### config.mk
export PLATFORM = sky130hd
export DESIGN_NAME = btmx_chain
export DESIGN_NICKNAME = d
export VERILOG_FILES = /design/src/btmx_cell.sv /design/src/btmx_chain.sv
export SDC_FILE = /design/constraint.sdc
export NUM_CORES = 1
export LEC_CHECK = 0
export BUFFER_PORTS_ARGS = -buffer_cell sky130_fd_sc_hd__buf_2
export CORE_MARGIN = 10
export CORE_UTILIZATION = 55
export DETAILED_ROUTE_END_ITERATION = 6
export HOLD_SLACK_MARGIN = 0.08
export PLACE_DENSITY_LB_ADDON = 0.08
export SLEW_MARGIN = 5
export SYNTH_ARGS = -nofsm -noshare
export SYNTH_HDL_FRONTEND = slang
export SYNTH_SLANG_ARGS = --single-unit
### constraint.sdc
create_clock -name clk -period 4.73 [get_ports clk]
set_clock_uncertainty 0.15 [all_clocks]
set_input_delay 0.7095 -clock clk [delete_from_list [all_inputs] [get_ports clk]]
set_output_delay 0.7095 -clock clk [all_outputs]
set_load 0.05 [all_outputs]
### src/btmx_cell.sv
// One key/result bit cell of the shift chain.
`timescale 1ns / 1ps
module btmx_cell (
	input  logic clk,
	input  logic load,
	input  logic shift,
	input  logic load_key,
	input  logic key_in,
	input  logic res_in,
	output logic key_q,
	output logic res_q
);

	always_ff @(posedge clk) begin
		if (load) begin
			key_q <= load_key;
			res_q <= 1'b0;
		end else if (shift) begin
			key_q <= key_in;
			res_q <= res_in;
		end
	end

endmodule

### src/btmx_chain.sv
// Row of bit cells: key bits move toward the top, result bits enter at the bottom.
`timescale 1ns / 1ps
module btmx_chain #(
	parameter int KEY_BITS = 62
) (
	input  logic                clk,
	input  logic                load,
	input  logic                shift,
	input  logic [KEY_BITS-1:0] key,
	input  logic                res_bit,
	output logic                key_msb,
	output logic [KEY_BITS-1:0] result
);

	logic [KEY_BITS-1:0] key_c;
	logic [KEY_BITS-1:0] res_c;

	for (genvar i = 0; i < KEY_BITS; i++) begin : g_cell
		logic kin;
		logic rin;
		if (i == 0) begin : g_first
			assign kin = 1'b0;
			assign rin = res_bit;
		end else begin : g_next
			assign kin = key_c[i-1];
			assign rin = res_c[i-1];
		end
		btmx_cell u_cell (
			.clk      (clk),
			.load     (load),
			.shift    (shift),
			.load_key (key[i]),
			.key_in   (kin),
			.res_in   (rin),
			.key_q    (key_c[i]),
			.res_q    (res_c[i])
		);
	end

	assign key_msb = key_c[KEY_BITS-1];
	assign result  = res_c;

endmodule

==> results.toml <==
[sta]
timing.final.hold_violations = 0
drv_slew = 0
worstMarginPinSlew_ns = 0.984
period_share = 0.538
totalNegativeSetupSlack_ns = 0
final.min_clock_period_ns = 2.55
worst_slew_margin_rel = 0.344
grt_setup_unrepaired = "no"
fmax_mhz = 393
setup_violations = 0

[global_route]
grt_start_max_net_pins = 83
overflow = 0
via_count_of_the_first_global_routing_pass = 3103
grt_pass1_wl_um = 16300
grtUsageTotal = 0.140
grt_antenna_before_repair = 1

[route]
avgViaCountPerCell = 4.81
post_detailed_route_drc_marker_count = 0
via_count = 2926
wirelength_um = 10200
met3_routed_wirelength_um = 845
dr.pass1.iters = 4
avgRoutedWirePerCell_um = 16.8
routed-wl-met2_um = 4660
dr_iter_0_viols = 137
dr.max_layer_used = "met4"
wl_met1_um = 4580
antenna_violating_nets_post_route = 0

[die]
chipHeight_um = 122
initial_core_util = 0.572
num_rows = 36
dieArea_um2 = 14800
core_region_area_um2 = 9910
io_pins = 129
die_x_um = 122

[layout]
fin_nets = 527
area_growth_pct = 10.7
drive_gt1_frac = 0.473
finalInstanceArea_um2 = 6270
fillers = 812

[setup_path]
timing.critical_path.from_type = "primary input"
rr_startpoint = "g_cell[21].u_cell.key_q"
worst-endpoint-arrival_ns = 2.55
cp_slowest_stage_delay_ns = 0.70
cell_count_of_the_worst_reg_to_reg_path = 1
cpLargestDelayFamily = "buffers and inverters"
rrSetupSlack_ns = 3.65
worstPathCellList = "buf_6 -> or2_2 -> buf_4"
worst_ep_required_time_ns = 4.74
critical_path.n_buffers_inverters = 2
worstReg2RegEnd = "g_cell[22].u_cell.key_q"
critical-path-slowest-cell = "or2_2"
worst-path-max-fanout = 82
end_kind = "flop"
critPathKind = "in -> reg"

[hold_path]
holdCritStartpoint = "res_bit"
holdCritPathClass = "in -> reg"
whs_path_depth = 3
worst_hold_path.endpoint = "g_cell[0].u_cell.res_q"

[synth]
synthCells = 394
synth.mux.area_fraction = 0.270
synth_adder_area_share = 0
synthesis.yosys.warnings = 0
post_synth_and_or_nand_nor_area_fraction = 0.0433
post_synthesis_area_per_instance_um2 = 14.4
synth_xor_area_frac = 0
synthesis.nets = 460
synth_compound_area_frac = 0
post_synth_instance_area_um2 = 5670
synthDistinctLibCells = 13
synth-seq-area-share = 0.548
ys_seq_elements = 124
largest_family_of_logic_cells_by_synthesized_area = "multiplexers"

[clock_network]
cts.clk_slew.worst_paths_ns = 0.06
cts_tree = "yes"
cts_htree_levels = 4
ctsHoldBuffers = 0
clk_root_buffer_cell = "clkbuf_8"
numClockSinks = 124
clock_path_buffers = 2
cts.repair.resized = 0
cts_buffers = 17
post_cts.repair.setup_buffers = 0
worst_skew_pair_latency_ns = 0.50

[placed_design]
finalWeightedCongestion = 0.754
port-buffer-count = 128
dpl.hpwl_um = 6800
place_area_um2 = 5720

[power_and_ir_drop]
power-per-cell-area_nw_per_um2 = 413
worst_ir_drop_vdd_v = 0.000192
total_power_uw = 2590
leakagePower_uw = 0.00299

[run]
drv.max_cap_violation_count = 0

[outcome]
status = "complete, no violations"
## registers in the layout (all words and copies together) (netlist names)
register and count:
g_cell.u_cell.key_q 62, g_cell.u_cell.res_q 62
## logic make-up after synthesis
group,count (synthesis)
mux,123
flops,124
simple gates,64
buf+inv,83
## worst max-delay path by stage
stage / start / endpoint / slack [ns] / cells after the start
global placement: load / g_cell[44].u_cell.key_q / 1.68 / 3
detailed placement: load / g_cell[45].u_cell.key_q / 1.66 / 3
floorplan: load / g_cell[0].u_cell.key_q / 1.70 / 3
CTS: load / g_cell[58].u_cell.key_q / 2.19 / 3
finish: load / g_cell[50].u_cell.key_q / 2.18 / 3
global route: load / g_cell[36].u_cell.key_q / 2.06 / 3
## stage by stage
step | utilization | instances | setup slack (ns) | hold slack (ns)
2_1_floorplan | - | 394 | 1.70 | 0.312
3_3_place_gp | 0.577 | 575 | 1.68 | 0.324
3_5_place_dp | 0.577 | 575 | 1.66 | 0.350
4_1_cts | 0.633 | 607 | 2.19 | 0.281
5_1_grt | 0.633 | 608 | 2.06 | 0.305
6_report | 0.633 | 608 | 2.18 | 0.306
## cell type report
| cell class | count | area [µm²] | area share |
|---|---|---|---|
| diodes | 1 | 2.50 | 0.000399 |
| clock buffers | 20 | 468 | 0.0746 |
| clock inverters | 12 | 81.3 | 0.0130 |
| multi-input cells | 187 | 1780 | 0.284 |
| flip-flops and latches | 124 | 3100 | 0.495 |
| well taps | 133 | 166 | 0.0265 |
| repair buffers | 131 | 672 | 0.107 |
## report_power, final
group / internal, µW / switching [µW] / total [µW]
Sequential: 1200 / 17.8 / 1220
Combinational: 113 / 79.0 / 192
Clock: 708 / 469 / 1180
Total: 2020 / 566 / 2590
## tightest hold or removal path, cell delays in order
cell,delay [ns]
buf_2,0.08
mux2i_1,0.06
nor2_1,0.07
## synth_stat cells
library cell  instances  area (µm²)
edfxtp_1             62        1860
or2_1                 1        6.26
mux2_4               60         901
and2_1                1        6.26
buf_8                 5        75.1
dfxtp_1              62        1240
mux2i_1              62         621
buf_6                 5        56.3
nor2_1               62         233
buf_12                6         120
clkbuf_8              5        68.8
buf_4                62         465
mux2_2                1        11.3
## per-layer routing
layer  track usage  vias up
li1              -     1443
met1         0.171     1381
met2         0.209       93
met3        0.0689        9
met4        0.0537        0
met5             0        -
## layout by cell type (no fill, tap or decap)
master	count
buf_4	4
mux2i_1	62
clkinv_2	5
clkbuf_16	18
edfxtp_1	62
buf_2	126
clkbuf_8	1
mux2_2	1
nor2_1	62
and2_1	1
clkbuf_1	1
or2_2	1
diode_2	1
dfxtp_1	62
inv_6	3
inv_4	2
buf_6	1
clkinv_4	2
mux2_4	60
Power figures use the tool's default switching activity.
